<file path="src/rtl/necir_pkg.sv">
// Shared types, constants and match function for the NEC infrared frame decoder.
package necir_pkg;

    localparam int MAX_SYMBOLS    = 64;
    localparam int COUNT_LIMIT    = ((MAX_SYMBOLS - 1) < 63) ? (MAX_SYMBOLS - 1) : 63;
    localparam int FRAME_SYMBOLS  = 34;
    localparam int REPEAT_SYMBOLS = 2;
    localparam int DATA_SYMBOLS   = 32;

    localparam int TICK_W    = 15;
    localparam int CFG_IDX_W = 3;
    localparam int CNT_W     = 6;
    localparam int WORD_W    = 32;
    localparam int BIT_IDX_W = 5;

    localparam int CQ_DEPTH = 4;
    localparam int CQ_PTR_W = 2;
    localparam int OQ_DEPTH = 2;
    localparam int OQ_PTR_W = 1;

    typedef logic [TICK_W-1:0] t_ticks;

    localparam logic [CFG_IDX_W-1:0] CFG_TOLERANCE    = 3'd0;
    localparam logic [CFG_IDX_W-1:0] CFG_LEAD_MARK    = 3'd1;
    localparam logic [CFG_IDX_W-1:0] CFG_LEAD_SPACE   = 3'd2;
    localparam logic [CFG_IDX_W-1:0] CFG_REPEAT_MARK  = 3'd3;
    localparam logic [CFG_IDX_W-1:0] CFG_REPEAT_SPACE = 3'd4;
    localparam logic [CFG_IDX_W-1:0] CFG_BIT_MARK     = 3'd5;
    localparam logic [CFG_IDX_W-1:0] CFG_ZERO_SPACE   = 3'd6;
    localparam logic [CFG_IDX_W-1:0] CFG_ONE_SPACE    = 3'd7;

    localparam t_ticks RST_TOLERANCE    = 15'd200;
    localparam t_ticks RST_LEAD_MARK    = 15'd9000;
    localparam t_ticks RST_LEAD_SPACE   = 15'd4500;
    localparam t_ticks RST_REPEAT_MARK  = 15'd9000;
    localparam t_ticks RST_REPEAT_SPACE = 15'd2250;
    localparam t_ticks RST_BIT_MARK     = 15'd560;
    localparam t_ticks RST_ZERO_SPACE   = 15'd560;
    localparam t_ticks RST_ONE_SPACE    = 15'd1690;

    typedef enum logic [2:0] {
        ST_FRAME_OK   = 3'd0,
        ST_REPEAT     = 3'd1,
        ST_BAD_LEADER = 3'd2,
        ST_BAD_DATA   = 3'd3,
        ST_BAD_LENGTH = 3'd4
    } t_status;

    typedef struct packed {
        t_ticks mark_ticks;
        t_ticks space_ticks;
        logic   last;
    } t_sym;

    typedef struct packed {
        t_status             status;
        logic [WORD_W-1:0]   frame_word;
        logic [CNT_W-1:0]    bad_index;
    } t_res;

    // Classification of one symbol against every nominal duration.
    typedef struct packed {
        logic leader_ok;
        logic repeat_ok;
        logic bit_one;
        logic bit_zero;
        logic last;
    } t_cls;

    // The lower bound wraps when the tolerance exceeds the nominal value, so nothing matches.
    function automatic logic near_value(t_ticks d, t_ticks nom, t_ticks tol);
        logic [TICK_W:0] hi;
        t_ticks          lo;
        hi = {1'b0, nom} + {1'b0, tol};
        lo = nom - tol;
        return (tol <= nom) && (d > lo) && ({1'b0, d} < hi);
    endfunction

endpackage

</file>
<file path="src/rtl/necir_front.sv">
// Front end: configuration registers and per-symbol duration classification.
module necir_front (
    input  logic                              i_clk,
    input  logic                              i_rst_n,
    input  logic                              i_cfg_we,
    input  logic [necir_pkg::CFG_IDX_W-1:0]   i_cfg_idx,
    input  necir_pkg::t_ticks                 i_cfg_data,
    input  logic                              i_push,
    input  necir_pkg::t_sym                   i_sym,
    input  logic                              i_cq_full,
    output logic                              o_cq_wr,
    output necir_pkg::t_cls                   o_cls
);

    necir_pkg::t_ticks r_tolerance, r_lead_mark, r_lead_space, r_repeat_mark;
    necir_pkg::t_ticks r_repeat_space, r_bit_mark, r_zero_space, r_one_space;
    logic              mark_bit;

    always_ff @(posedge i_clk) begin
        if (!i_rst_n) begin
            r_tolerance    <= necir_pkg::RST_TOLERANCE;
            r_lead_mark    <= necir_pkg::RST_LEAD_MARK;
            r_lead_space   <= necir_pkg::RST_LEAD_SPACE;
            r_repeat_mark  <= necir_pkg::RST_REPEAT_MARK;
            r_repeat_space <= necir_pkg::RST_REPEAT_SPACE;
            r_bit_mark     <= necir_pkg::RST_BIT_MARK;
            r_zero_space   <= necir_pkg::RST_ZERO_SPACE;
            r_one_space    <= necir_pkg::RST_ONE_SPACE;
        end else if (i_cfg_we) begin
            unique case (i_cfg_idx)
                necir_pkg::CFG_TOLERANCE:    r_tolerance    <= i_cfg_data;
                necir_pkg::CFG_LEAD_MARK:    r_lead_mark    <= i_cfg_data;
                necir_pkg::CFG_LEAD_SPACE:   r_lead_space   <= i_cfg_data;
                necir_pkg::CFG_REPEAT_MARK:  r_repeat_mark  <= i_cfg_data;
                necir_pkg::CFG_REPEAT_SPACE: r_repeat_space <= i_cfg_data;
                necir_pkg::CFG_BIT_MARK:     r_bit_mark     <= i_cfg_data;
                necir_pkg::CFG_ZERO_SPACE:   r_zero_space   <= i_cfg_data;
                necir_pkg::CFG_ONE_SPACE:    r_one_space    <= i_cfg_data;
                default: ;
            endcase
        end
    end

    always_comb begin
        mark_bit = necir_pkg::near_value(i_sym.mark_ticks, r_bit_mark, r_tolerance);
        o_cls.leader_ok =
            necir_pkg::near_value(i_sym.mark_ticks, r_lead_mark, r_tolerance) &&
            necir_pkg::near_value(i_sym.space_ticks, r_lead_space, r_tolerance);
        o_cls.repeat_ok =
            necir_pkg::near_value(i_sym.mark_ticks, r_repeat_mark, r_tolerance) &&
            necir_pkg::near_value(i_sym.space_ticks, r_repeat_space, r_tolerance);
        o_cls.bit_one  = mark_bit &&
            necir_pkg::near_value(i_sym.space_ticks, r_one_space, r_tolerance);
        o_cls.bit_zero = mark_bit &&
            necir_pkg::near_value(i_sym.space_ticks, r_zero_space, r_tolerance);
        o_cls.last     = i_sym.last;
    end

    assign o_cq_wr = i_push && !i_cq_full;

endmodule

</file>
<file path="src/rtl/necir_cq.sv">
// Short queue of classified symbols between the front end and the frame tracker.
module necir_cq (
    input  logic            i_clk,
    input  logic            i_rst_n,
    input  logic            i_wr,
    input  necir_pkg::t_cls i_wdata,
    output logic            o_full,
    output logic            o_valid,
    output necir_pkg::t_cls o_rdata,
    input  logic            i_rd
);

    necir_pkg::t_cls                  r_mem [necir_pkg::CQ_DEPTH];
    logic [necir_pkg::CQ_PTR_W-1:0]   r_wp, r_rp;
    logic [necir_pkg::CQ_PTR_W:0]     r_cnt;
    logic                             do_rd;

    assign o_full  = (r_cnt == (necir_pkg::CQ_PTR_W+1)'(necir_pkg::CQ_DEPTH));
    assign o_valid = (r_cnt != '0);
    assign o_rdata = r_mem[r_rp];
    assign do_rd   = i_rd && o_valid;

    always_ff @(posedge i_clk) begin
        if (i_wr) begin
            r_mem[r_wp] <= i_wdata;
        end
    end

    always_ff @(posedge i_clk) begin
        if (!i_rst_n) begin
            r_wp  <= '0;
            r_rp  <= '0;
            r_cnt <= '0;
        end else begin
            if (i_wr) begin
                r_wp <= r_wp + 1'b1;
            end
            if (do_rd) begin
                r_rp <= r_rp + 1'b1;
            end
            r_cnt <= r_cnt + (necir_pkg::CQ_PTR_W+1)'(i_wr)
                           - (necir_pkg::CQ_PTR_W+1)'(do_rd);
        end
    end

endmodule

</file>
<file path="src/rtl/necir_back.sv">
// Back end: capture state, frame assembly and the result queue.
module necir_back (
    input  logic            i_clk,
    input  logic            i_rst_n,
    input  logic            i_cq_valid,
    input  necir_pkg::t_cls i_cls,
    output logic            o_cq_rd,
    output logic            o_empty,
    output necir_pkg::t_res o_res,
    input  logic            i_pop
);

    logic [necir_pkg::CNT_W-1:0]      r_count, n_count;
    logic [necir_pkg::WORD_W-1:0]     r_bits, n_bits;
    logic                             r_leader, n_leader;
    logic                             r_repeat, n_repeat;
    logic                             r_err, n_err;
    logic [necir_pkg::CNT_W-1:0]      r_bad, n_bad;

    necir_pkg::t_res                  r_oq [necir_pkg::OQ_DEPTH];
    logic [necir_pkg::OQ_PTR_W-1:0]   r_owp, r_orp;
    logic [necir_pkg::OQ_PTR_W:0]     r_ocnt;

    logic                             oq_full, res_wr, do_pop;
    logic [necir_pkg::BIT_IDX_W-1:0]  bit_idx;
    necir_pkg::t_res                  res;

    assign oq_full = (r_ocnt == (necir_pkg::OQ_PTR_W+1)'(necir_pkg::OQ_DEPTH));
    assign o_empty = (r_ocnt == '0);
    assign o_res   = r_oq[r_orp];
    assign do_pop  = i_pop && !o_empty;
    assign o_cq_rd = i_cq_valid && (!i_cls.last || !oq_full);
    assign res_wr  = o_cq_rd && i_cls.last;
    assign bit_idx = necir_pkg::BIT_IDX_W'(r_count - 1'b1);

    always_comb begin
        n_count  = r_count;
        n_bits   = r_bits;
        n_leader = r_leader;
        n_repeat = r_repeat;
        n_err    = r_err;
        n_bad    = r_bad;
        res.status     = necir_pkg::ST_BAD_LENGTH;
        res.frame_word = '0;
        res.bad_index  = '0;

        if (o_cq_rd) begin
            if (r_count == '0) begin
                n_leader = i_cls.leader_ok;
                n_repeat = i_cls.repeat_ok;
            end else if ((r_count <= necir_pkg::CNT_W'(necir_pkg::DATA_SYMBOLS)) && !r_err) begin
                priority if (i_cls.bit_one) begin
                    n_bits[bit_idx] = 1'b1;
                end else if (i_cls.bit_zero) begin
                    n_bits[bit_idx] = 1'b0;
                end else begin
                    n_err = 1'b1;
                    n_bad = r_count;
                end
            end
            if (r_count < necir_pkg::CNT_W'(necir_pkg::COUNT_LIMIT)) begin
                n_count = r_count + 1'b1;
            end

            if (n_count == necir_pkg::CNT_W'(necir_pkg::FRAME_SYMBOLS)) begin
                priority if (!n_leader) begin
                    res.status = necir_pkg::ST_BAD_LEADER;
                end else if (n_err) begin
                    res.status    = necir_pkg::ST_BAD_DATA;
                    res.bad_index = n_bad;
                end else begin
                    res.status     = necir_pkg::ST_FRAME_OK;
                    res.frame_word = n_bits;
                end
            end else if (n_count == necir_pkg::CNT_W'(necir_pkg::REPEAT_SYMBOLS)) begin
                res.status = n_repeat ? necir_pkg::ST_REPEAT : necir_pkg::ST_BAD_LENGTH;
            end

            if (i_cls.last) begin
                n_count  = '0;
                n_bits   = '0;
                n_leader = 1'b0;
                n_repeat = 1'b0;
                n_err    = 1'b0;
                n_bad    = '0;
            end
        end
    end

    always_ff @(posedge i_clk) begin
        if (res_wr) begin
            r_oq[r_owp] <= res;
        end
    end

    always_ff @(posedge i_clk) begin
        if (!i_rst_n) begin
            r_count  <= '0;
            r_bits   <= '0;
            r_leader <= 1'b0;
            r_repeat <= 1'b0;
            r_err    <= 1'b0;
            r_bad    <= '0;
            r_owp    <= '0;
            r_orp    <= '0;
            r_ocnt   <= '0;
        end else begin
            r_count  <= n_count;
            r_bits   <= n_bits;
            r_leader <= n_leader;
            r_repeat <= n_repeat;
            r_err    <= n_err;
            r_bad    <= n_bad;
            if (res_wr) begin
                r_owp <= r_owp + 1'b1;
            end
            if (do_pop) begin
                r_orp <= r_orp + 1'b1;
            end
            r_ocnt <= r_ocnt + (necir_pkg::OQ_PTR_W+1)'(res_wr)
                             - (necir_pkg::OQ_PTR_W+1)'(do_pop);
        end
    end

endmodule

</file>
<file path="src/rtl/nec_ir_frame_decoder.sv">
// Top level of the NEC infrared frame decoder: front end, symbol queue and back end.
// Throughput: one symbol per cycle while the symbol queue is not full; the back end retires
// one queued symbol per cycle unless a last symbol finds the result queue full.
// The four-entry symbol queue and two-entry result queue let either side stall alone.
// Reset is synchronous and active low: registers return to their nominal values,
// both queues empty and the capture state clears.
module nec_ir_frame_decoder (
    input  logic                              i_clk,
    input  logic                              i_rst_n,
    input  logic                              i_cfg_we,
    input  logic [necir_pkg::CFG_IDX_W-1:0]   i_cfg_idx,
    input  necir_pkg::t_ticks                 i_cfg_data,
    input  logic                              push,
    output logic                              full,
    input  necir_pkg::t_sym                   i_sym,
    output logic                              empty,
    input  logic                              pop,
    output necir_pkg::t_res                   o_res
);

    logic            cq_wr, cq_full, cq_valid, cq_rd;
    necir_pkg::t_cls cls_in, cls_out;

    necir_front u_front (
        .i_clk     (i_clk),
        .i_rst_n   (i_rst_n),
        .i_cfg_we  (i_cfg_we),
        .i_cfg_idx (i_cfg_idx),
        .i_cfg_data(i_cfg_data),
        .i_push    (push),
        .i_sym     (i_sym),
        .i_cq_full (cq_full),
        .o_cq_wr   (cq_wr),
        .o_cls     (cls_in)
    );

    necir_cq u_cq (
        .i_clk  (i_clk),
        .i_rst_n(i_rst_n),
        .i_wr   (cq_wr),
        .i_wdata(cls_in),
        .o_full (cq_full),
        .o_valid(cq_valid),
        .o_rdata(cls_out),
        .i_rd   (cq_rd)
    );

    necir_back u_back (
        .i_clk     (i_clk),
        .i_rst_n   (i_rst_n),
        .i_cq_valid(cq_valid),
        .i_cls     (cls_out),
        .o_cq_rd   (cq_rd),
        .o_empty   (empty),
        .o_res     (o_res),
        .i_pop     (pop)
    );

    assign full = cq_full;

    a_word_only_ok: assert property (@(posedge i_clk) disable iff (!i_rst_n)
        (!empty && (o_res.status != necir_pkg::ST_FRAME_OK)) |-> (o_res.frame_word == '0))
        else $error("frame word set on a result that is not a good frame");

    a_index_only_bad: assert property (@(posedge i_clk) disable iff (!i_rst_n)
        (!empty && (o_res.status != necir_pkg::ST_BAD_DATA)) |-> (o_res.bad_index == '0))
        else $error("bad index set on a result without a data error");

    a_index_range: assert property (@(posedge i_clk) disable iff (!i_rst_n)
        (!empty && (o_res.status == necir_pkg::ST_BAD_DATA)) |->
        ((o_res.bad_index != '0) &&
         (o_res.bad_index <= necir_pkg::CNT_W'(necir_pkg::DATA_SYMBOLS))))
        else $error("bad index outside the data symbols");

    a_no_read_empty: assert property (@(posedge i_clk) disable iff (!i_rst_n)
        cq_rd |-> cq_valid)
        else $error("symbol queue read while empty");

endmodule

</file>
<file path="config.mk">
export PLATFORM = sky130hd
export DESIGN_NAME = nec_ir_frame_decoder
export DESIGN_NICKNAME = d
export VERILOG_FILES = /design/src/rtl/necir_pkg.sv /design/src/rtl/necir_front.sv /design/src/rtl/necir_cq.sv /design/src/rtl/necir_back.sv /design/src/rtl/nec_ir_frame_decoder.sv
export SDC_FILE = /design/constraint.sdc
export NUM_CORES = 1
export LEC_CHECK = 0
export BUFFER_PORTS_ARGS = -buffer_cell sky130_fd_sc_hd__buf_2
export CAP_MARGIN = 25
export CORE_MARGIN = 1
export CORE_UTILIZATION = 40
export CTS_BUF_LIST = sky130_fd_sc_hd__clkbuf_2 sky130_fd_sc_hd__clkbuf_4 sky130_fd_sc_hd__clkbuf_8
export CTS_CLUSTER_SIZE = 24
export DETAILED_ROUTE_END_ITERATION = 8
export SYNTH_ARGS = -nofsm -noshare
export SYNTH_HDL_FRONTEND = slang
export SYNTH_HIERARCHICAL = 1
export SYNTH_SLANG_ARGS = --single-unit
</file>
<file path="constraint.sdc">
create_clock -name i_clk -period 5.8 [get_ports i_clk]
set_input_delay 0.58 -clock i_clk [delete_from_list [all_inputs] [get_ports i_clk]]
set_output_delay 0.58 -clock i_clk [all_outputs]
set_load 0.02 [all_outputs]
</file>
==> impl_metrics.py, run 1 <==
metrics = {
    "outcome": {
        "result_of_the_run": "finished clean",
    },
    "synthesis": {
        "synth.yosys.warnings": 6,
        "ys_types": 100,
        "post_synth_fa_ha_maj_area_fraction": 0.216,
        "synth_edf_count": 102,
        "synth_compound_gate_area_share": 0.212,
        "netlist_instances": 3057,
        "synth.ff_latch_count": 283,
        "synthMuxAreaShare": 0.0282,
        "asyncSetResetFlopFracSynth": 0,
        "synth_seq_area_share": 0.256,
        "synth_xor_area_frac": 0.0599,
        "postSynthAreaPerCell_um2": 8.55,
        "dominant_combinational_cell_family_by_area_after_synthesis": "adder cells",
        "syn-cell-area_um2": 26100,
        "synth_nets": 3553,
        "yosys_most_used_dff": "sky130_fd_sc_hd__dfxtp_1",
        "synth_simple_gate_area_share": 0.181,
    },
    "placement": {
        "io_buffers": 96,
        "hpwlAfterDp_mm": 61.3,
        "finalWeightedCongestion": 0.948,
        "placed_cells": 3897,
    },
    "grt": {
        "grt_start_max_net_pins": 84,
        "grt.total_usage": 0.244,
        "grt-ovfl-total": 0,
        "via_count_of_the_first_global_routing_pass": 21400,
        "grt_pass1_wl_mm": 126,
        "initial_antenna_violation_count": 2,
    },
    "power_and_ir_drop": {
        "ir_drop_mv": 0.198,
        "powerDensity_nw_per_um2": 244,
        "p_leak_nw": 12.0,
    },
    "floorplan": {
        "placement_row_count": 93,
        "initial_utilization": 0.405,
        "design.die.area_um2": 66300,
        "floorplan.core_area_um2": 64500,
        "height_of_the_die_um": 258,
        "die_x_um": 258,
        "ios": 97,
    },
    "finish": {
        "num-nets-final": 3593,
        "most_common_cell_after_layout_fill_and_taps_aside": "sky130_fd_sc_hd__ha_1",
        "largest_reg_flops": 82,
        "drive_above_1_share": 0.108,
        "final_core_util": 0.442,
        "layout_common_cells": "sky130_fd_sc_hd__ha_1 (427), sky130_fd_sc_hd__nand2_1 (359), sky130_fd_sc_hd__nor2_1 (215)",
        "fillers": 6491,
        "layoutNonFillerInstCount": 3995,
        "layout_top_registers": "u_back/r_oq x82, u_back/r_bits x32, u_cq/r_mem x20",
        "area_growth_syn_to_layout_pct": 9.00,
        "largest-register": "u_back/r_oq",
    },
    "setup_path": {
        "startpoint_type": "flop",
        "end_kind": "flop",
        "crit_type": "flop to flop",
        "worstPathRequired_ns": 6.20,
        "timing.rr.start": "u_front/r_tolerance[0]$_SDFFE_PN0P_",
        "critPathLaunch": "u_front/r_tolerance[0]$_SDFFE_PN0P_",
        "critPathArrivalTime_ns": 5.68,
        "critical_path_peak_fanout": 5,
    },
    "min_path": {
        "hold_path_startpoint": "i_sym[0]",
        "hold_path.class": "input port to flop",
    },
    "cts": {
        "clock_insertion_delay_worst_skew_ns": 0.68,
        "cts-root-buf": "sky130_fd_sc_hd__clkbuf_8",
        "cts-root-to-sink-buffers": 3,
        "htree_num_levels": 2,
        "clkSinkCount": 283,
        "tritoncts": "done",
        "number_of_buffers_created_by_cts": 50,
        "clk_pin_slew_ns": 0.06,
    },
    "sta": {
        "unrepaired_setup_endpoints_after_global_routing": "false",
        "timing.setup.tns_ns": 0,
        "worst-slew-pin-transition_ns": 1.04,
        "period_minus_slack_ns": 5.28,
        "final_hold_viol_count": 0,
        "final_number_of_max_transition_violations": 0,
        "tightest_slew_margin_relative_to_the_limit": 0.298,
        "report.final.setup_viol": 0,
        "final_period_utilization": 0.911,
        "max_clock_freq_mhz": 189,
        "fin_skew_ns": 0.0294,
    },
    "routing": {
        "first_pass_iters": 7,
        "vias_per_cell": 5.70,
        "initialDrtViolationCount": 1712,
        "detail_route.wirelength_mm": 82.9,
        "final_antenna_net_count": 0,
        "via_total_after_detailed_routing": 22800,
        "residual_drc_count": 0,
        "post_drt_wl_per_cell_um": 20.8,
    },
    "job": {
        "total_of_max_cap_violations": 0,
    },
}
final timing paths:
| path | endpoint | slack (ns) | depth (start not counted) |
|---|---|---|---|
| worst max-delay path | u_cq/r_mem[0][4]$_DFFE_PP_ | 0.52 | 18 |
| worst max register to register | u_cq/r_mem[0][4]$_DFFE_PP_ | 0.52 | 18 |
| worst min-delay path | u_cq/r_mem[1][0]$_DFFE_PP_ | 0.14 | 1 |
| worst min register to register | u_back/r_bits[3]$_SDFFE_PN0P_ | 0.46 | 2 |
cells in the mapped netlist (16+ instances only):
cell	count	area (um^2)
sky130_fd_sc_hd__a211oi_1	28	210
sky130_fd_sc_hd__a21boi_0	87	653
sky130_fd_sc_hd__a21o_1	53	398
sky130_fd_sc_hd__a21oi_1	191	956
sky130_fd_sc_hd__a221oi_1	19	166
sky130_fd_sc_hd__a22oi_1	20	150
sky130_fd_sc_hd__and2_1	16	100
sky130_fd_sc_hd__and3_1	24	150
sky130_fd_sc_hd__buf_2	29	145
sky130_fd_sc_hd__clkbuf_1	104	390
sky130_fd_sc_hd__dfxtp_1	181	3620
sky130_fd_sc_hd__edfxtp_1	102	3060
sky130_fd_sc_hd__ha_1	427	5340
sky130_fd_sc_hd__inv_1	144	541
sky130_fd_sc_hd__mux2_2	42	473
sky130_fd_sc_hd__nand2_1	359	1350
sky130_fd_sc_hd__nand2b_1	43	269
sky130_fd_sc_hd__nand3_1	86	430
sky130_fd_sc_hd__nand4_1	34	213
sky130_fd_sc_hd__nor2_1	216	811
sky130_fd_sc_hd__nor2b_1	61	382
sky130_fd_sc_hd__nor3_1	44	220
sky130_fd_sc_hd__o211ai_1	31	233
sky130_fd_sc_hd__o21a_1	22	165
sky130_fd_sc_hd__o21ai_0	133	666
sky130_fd_sc_hd__o21bai_1	32	240
sky130_fd_sc_hd__o311ai_0	20	175
sky130_fd_sc_hd__or3_1	22	138
sky130_fd_sc_hd__xnor2_1	118	1030
sky130_fd_sc_hd__xor2_1	58	508
report_power, final:
group | internal, mW | switching, mW
registers | 2.31 | 0.139
clock network | 1.09 | 0.949
logic | 0.944 | 1.53
total | 4.34 | 2.61
timing repair:
action,CTS,global route
hold buffers,0,0
setup endpoints to repair,0,4
hold endpoints to repair,0,0
resized for setup,0,2
setup buffers,0,2
per-layer routing:
metal / wire length (um) / global-route usage
met5: 0 / 0
met4: 2880 / 0.0850
met3: 4960 / 0.0277
met2: 37800 / 0.401
met1: 37300 / 0.330
worst max-delay path, stage by stage (launching register included):
cell and delay, ns:
sky130_fd_sc_hd__dfxtp_1 0.59, sky130_fd_sc_hd__ha_1 0.29, sky130_fd_sc_hd__inv_1 0.07, sky130_fd_sc_hd__fa_1 0.42, sky130_fd_sc_hd__a21o_1 0.19, sky130_fd_sc_hd__a21oi_1 0.28, sky130_fd_sc_hd__o21ai_1 0.10, sky130_fd_sc_hd__a221oi_1 0.42
sky130_fd_sc_hd__o21ai_1 0.21, sky130_fd_sc_hd__mux2i_1 0.15, sky130_fd_sc_hd__a2111oi_1 0.38, sky130_fd_sc_hd__ha_1 0.32, sky130_fd_sc_hd__and4_1 0.22, sky130_fd_sc_hd__nand4_1 0.11, sky130_fd_sc_hd__nor3_1 0.07, sky130_fd_sc_hd__a2111oi_0 0.38
sky130_fd_sc_hd__nand3_1 0.13, sky130_fd_sc_hd__a211o_1 0.29, sky130_fd_sc_hd__a221oi_1 0.40
kinds of logic after synthesis:
| family | Yosys count |
|---|---|
| AOI/OAI and AO/OA | 804 |
| buffers and inverters | 301 |
| muxes | 62 |
| DFF | 283 |
| xor gates and xnor gates | 177 |
| and+or+nand+nor | 988 |
| adders and majority gates | 442 |
area by class of cell:
class / count / area [um^2] / area share
sequential: 283 / 6690 / 0.235
antenna: 1 / 2.50 / 0.0000879
clock buffer: 64 / 831 / 0.0292
timing repair buffer: 143 / 852 / 0.0299
inverter: 146 / 566 / 0.0199
multi-input combinational: 2473 / 18200 / 0.640
clock inverter: 30 / 251 / 0.00883
tap: 855 / 1070 / 0.0376
through the flow:
stage / instance area (um^2) / worst slack (ns) / total power [mW] / hold slack, ns
3_3_place_gp: 27300 / 0.524 / 4.93 / 0.443
4_1_cts: 28400 / 0.504 / 6.99 / 0.102
3_5_place_dp: 27400 / 0.504 / 4.94 / 0.448
2_1_floorplan: 26100 / 0.587 / 4.22 / 0.430
5_1_grt: 28500 / 0.0295 / 7.36 / 0.120
6_report: 28500 / 0.517 / 6.96 / 0.141
Note: power is estimated with default switching activity, not from simulation.
==> run 2: changes to the inputs <==
--- a/config.mk
+++ b/config.mk
@@ -8,7 +8,7 @@
 export BUFFER_PORTS_ARGS = -buffer_cell sky130_fd_sc_hd__buf_2
 export CAP_MARGIN = 25
 export CORE_MARGIN = 1
-export CORE_UTILIZATION = 40
+export CORE_UTILIZATION = 45
 export CTS_BUF_LIST = sky130_fd_sc_hd__clkbuf_2 sky130_fd_sc_hd__clkbuf_4 sky130_fd_sc_hd__clkbuf_8
 export CTS_CLUSTER_SIZE = 24
 export DETAILED_ROUTE_END_ITERATION = 8
==> run 2 against run 1 <==
Compared with the run above:
- count of clock-buffer cells in the layout rose by 11
- setup slack got worse by 0.098 ns
- sequential power barely moved
- largest power group unchanged
==> impl_metrics.py, run 2 (synthesis gave the netlist of run 1 again) <==
metrics = {
    "setup_path": {
        "critPathArrivalTime_ns": 5.81,
        "critPathSlowestCell": "sky130_fd_sc_hd__dfxtp_1",
        "cp_slowest_stage_delay_ns": 0.62,
        "timing.critical_path.cells": "inv_1 -> buf_4 -> ha_1 -> a21oi_1 -> o221ai_1 -> a21oi_1 -> nor2b_1 -> a311oi_1 -> o21ai_1 -> xnor2_1 -> ha_1 -> nand4_1 -> nor4_1 -> a31oi_1 -> o21ai_0 -> or4b_1 -> a21oi_1 -> o2111a_1",
        "crit_type": "flop to flop",
        "path_delay_family": "compound AO/OA/AOI/OAI gates",
        "critical_path_buf_inv_count": 2,
        "end_kind": "flop",
        "worstPathRequired_ns": 6.23,
        "timing.reg2reg.worst_path_depth": 18,
        "critical_path_peak_fanout": 8,
        "critPathLaunch": "u_front/r_tolerance[7]$_SDFFE_PN1P_",
        "timing.rr.start": "u_front/r_tolerance[7]$_SDFFE_PN1P_",
        "setup_slack_of_the_worst_register_to_register_path_ns": 0.42,
        "timing.critical_path.mode_cell": "sky130_fd_sc_hd__a21oi_1",
        "worst_r2r_endpoint": "u_cq/r_mem[0][3]$_DFFE_PP_",
        "startpoint_type": "flop",
    },
    "power_and_ir_drop": {
        "ir_drop_mv": 0.272,
        "p_leak_nw": 12.0,
        "powerDensity_nw_per_um2": 252,
    },
    "min_path": {
        "hold_path_startpoint": "i_sym[0]",
        "hold_path.class": "input port to flop",
        "whs_endpoint": "u_cq/r_mem[2][0]$_DFFE_PP_",
        "worstHoldPathCells": 1,
    },
    "cts": {
        "clk_pin_slew_ns": 0.06,
        "tritoncts": "done",
        "clock_insertion_delay_worst_skew_ns": 0.66,
        "htree_num_levels": 2,
        "ctsHoldBuffers": 0,
        "cts-root-to-sink-buffers": 3,
        "number_of_buffers_created_by_cts": 51,
        "cts-root-buf": "sky130_fd_sc_hd__clkbuf_8",
        "post_cts.resized_instances": 0,
        "cts_setup_buffers": 0,
        "clkSinkCount": 283,
    },
    "routing": {
        "met2RoutedLength_mm": 41.0,
        "residual_drc_count": 0,
        "post_drt_wl_per_cell_um": 22.4,
        "final_antenna_net_count": 0,
        "via_total_after_detailed_routing": 23300,
        "initialDrtViolationCount": 1895,
        "first_pass_iters": 5,
        "vias_per_cell": 5.98,
        "detail_route.wirelength_mm": 87.2,
        "detailroute.wirelength.met3_mm": 5.48,
        "met1Wirelength_mm": 37.1,
        "top_layer_used": "met5",
    },
    "sta": {
        "period_minus_slack_ns": 5.38,
        "final_number_of_max_transition_violations": 0,
        "tightest_slew_margin_relative_to_the_limit": 0.305,
        "fin_skew_ns": 0.0460,
        "final_period_utilization": 0.928,
        "report.final.setup_viol": 0,
        "finalHoldWorstSlack_ns": 0.171,
        "worst-slew-pin-transition_ns": 1.01,
        "max_clock_freq_mhz": 186,
        "final_hold_viol_count": 0,
        "unrepaired_setup_endpoints_after_global_routing": "false",
        "timing.setup.tns_ns": 0,
    },
    "floorplan": {
        "design.die.area_um2": 59000,
        "placement_row_count": 87,
        "die_x_um": 243,
        "height_of_the_die_um": 243,
        "ios": 97,
        "initial_utilization": 0.459,
        "floorplan.core_area_um2": 56900,
    },
    "finish": {
        "drive_above_1_share": 0.109,
        "final_area_um2": 28500,
        "layout_top_registers": "u_back/r_oq x82, u_back/r_bits x32, u_cq/r_mem x20",
        "largest-register": "u_back/r_oq",
        "largest_reg_flops": 82,
        "area_growth_syn_to_layout_pct": 9.11,
        "most_common_cell_after_layout_fill_and_taps_aside": "sky130_fd_sc_hd__ha_1",
        "layout_common_cells": "sky130_fd_sc_hd__ha_1 (427), sky130_fd_sc_hd__nand2_1 (359), sky130_fd_sc_hd__nor2_1 (215)",
        "final_core_util": 0.501,
        "num-nets-final": 3597,
    },
    "placement": {
        "hpwlAfterDp_mm": 65.2,
        "io_buffers": 96,
        "finalWeightedCongestion": 0.955,
        "dpl-instance-area_um2": 27200,
    },
    "grt": {
        "grt.total_usage": 0.286,
        "grt-ovfl-total": 0,
        "via_count_of_the_first_global_routing_pass": 22300,
        "grt_start_max_net_pins": 94,
        "initial_antenna_violation_count": 6,
        "grt_pass1_wl_mm": 130,
    },
    "outcome": {
        "result_of_the_run": "finished clean",
    },
    "job": {
        "total_of_max_cap_violations": 0,
    },
}
==> run 2: cell types whose count changed in the layout (fill, tap and decap cells not counted), moves of 2 or more <==
cell                         delta
sky130_fd_sc_hd__clkinv_1       -2
sky130_fd_sc_hd__clkinvlp_4     -2
sky130_fd_sc_hd__clkbuf_4       +8
sky130_fd_sc_hd__clkinv_2       -9
sky130_fd_sc_hd__buf_4          +2
sky130_fd_sc_hd__buf_12         +2
sky130_fd_sc_hd__bufinv_16      +3
sky130_fd_sc_hd__clkbuf_8       +3
==> run 2: area by class of cell <==
type | count | area [um^2]
Clock inverter | 20 | 265
Tap cell | 756 | 946
Timing Repair Buffer | 146 | 896
Clock buffer | 75 | 932
Fill cell | 5471 | 28400
Sequential cell | 283 | 6690
Antenna cell | 1 | 2.50
Inverter | 146 | 562
Multi-Input combinational cell | 2473 | 18200
==> run 2: how the worst max path moves through the flow <==
stage          slack [ns]  cells after the start                         end
3_3_place_gp         0.71                     17  u_cq/r_mem[0][4]$_DFFE_PP_
6_report             0.42                     18  u_cq/r_mem[0][3]$_DFFE_PP_
4_1_cts              0.56                     17  u_cq/r_mem[2][4]$_DFFE_PP_
5_1_grt              0.11                     17  u_cq/r_mem[2][4]$_DFFE_PP_
3_5_place_dp         0.59                     17  u_cq/r_mem[2][4]$_DFFE_PP_
2_1_floorplan        0.59                     17  u_cq/r_mem[0][4]$_DFFE_PP_
==> run 2: routing by layer <==
metal  track usage  vias up
met3        0.0481      179
met5             0        -
li1              -    11100
met1         0.362    11200
met2         0.480      800
met4         0.121        6
==> run 2: where the power goes <==
part	switching [mW]	leakage [nW]	internal, mW
combinational	1.56	9.00	0.963
sequential	0.140	2.41	2.31
clock	0.896	0.629	1.31
total	2.60	12.0	4.58
==> run 2: metrics by stage <==
| stage | power (mW) | instances | setup slack [ns] |
|---|---|---|---|
| 3_3_place_gp | 4.91 | 3797 | 0.711 |
| 2_1_floorplan | 4.22 | 3057 | 0.587 |
| 6_report | 7.17 | 3900 | 0.418 |
| 3_5_place_dp | 4.98 | 3799 | 0.587 |
| 5_1_grt | 7.55 | 3900 | 0.106 |
| 4_1_cts | 7.19 | 3894 | 0.564 |
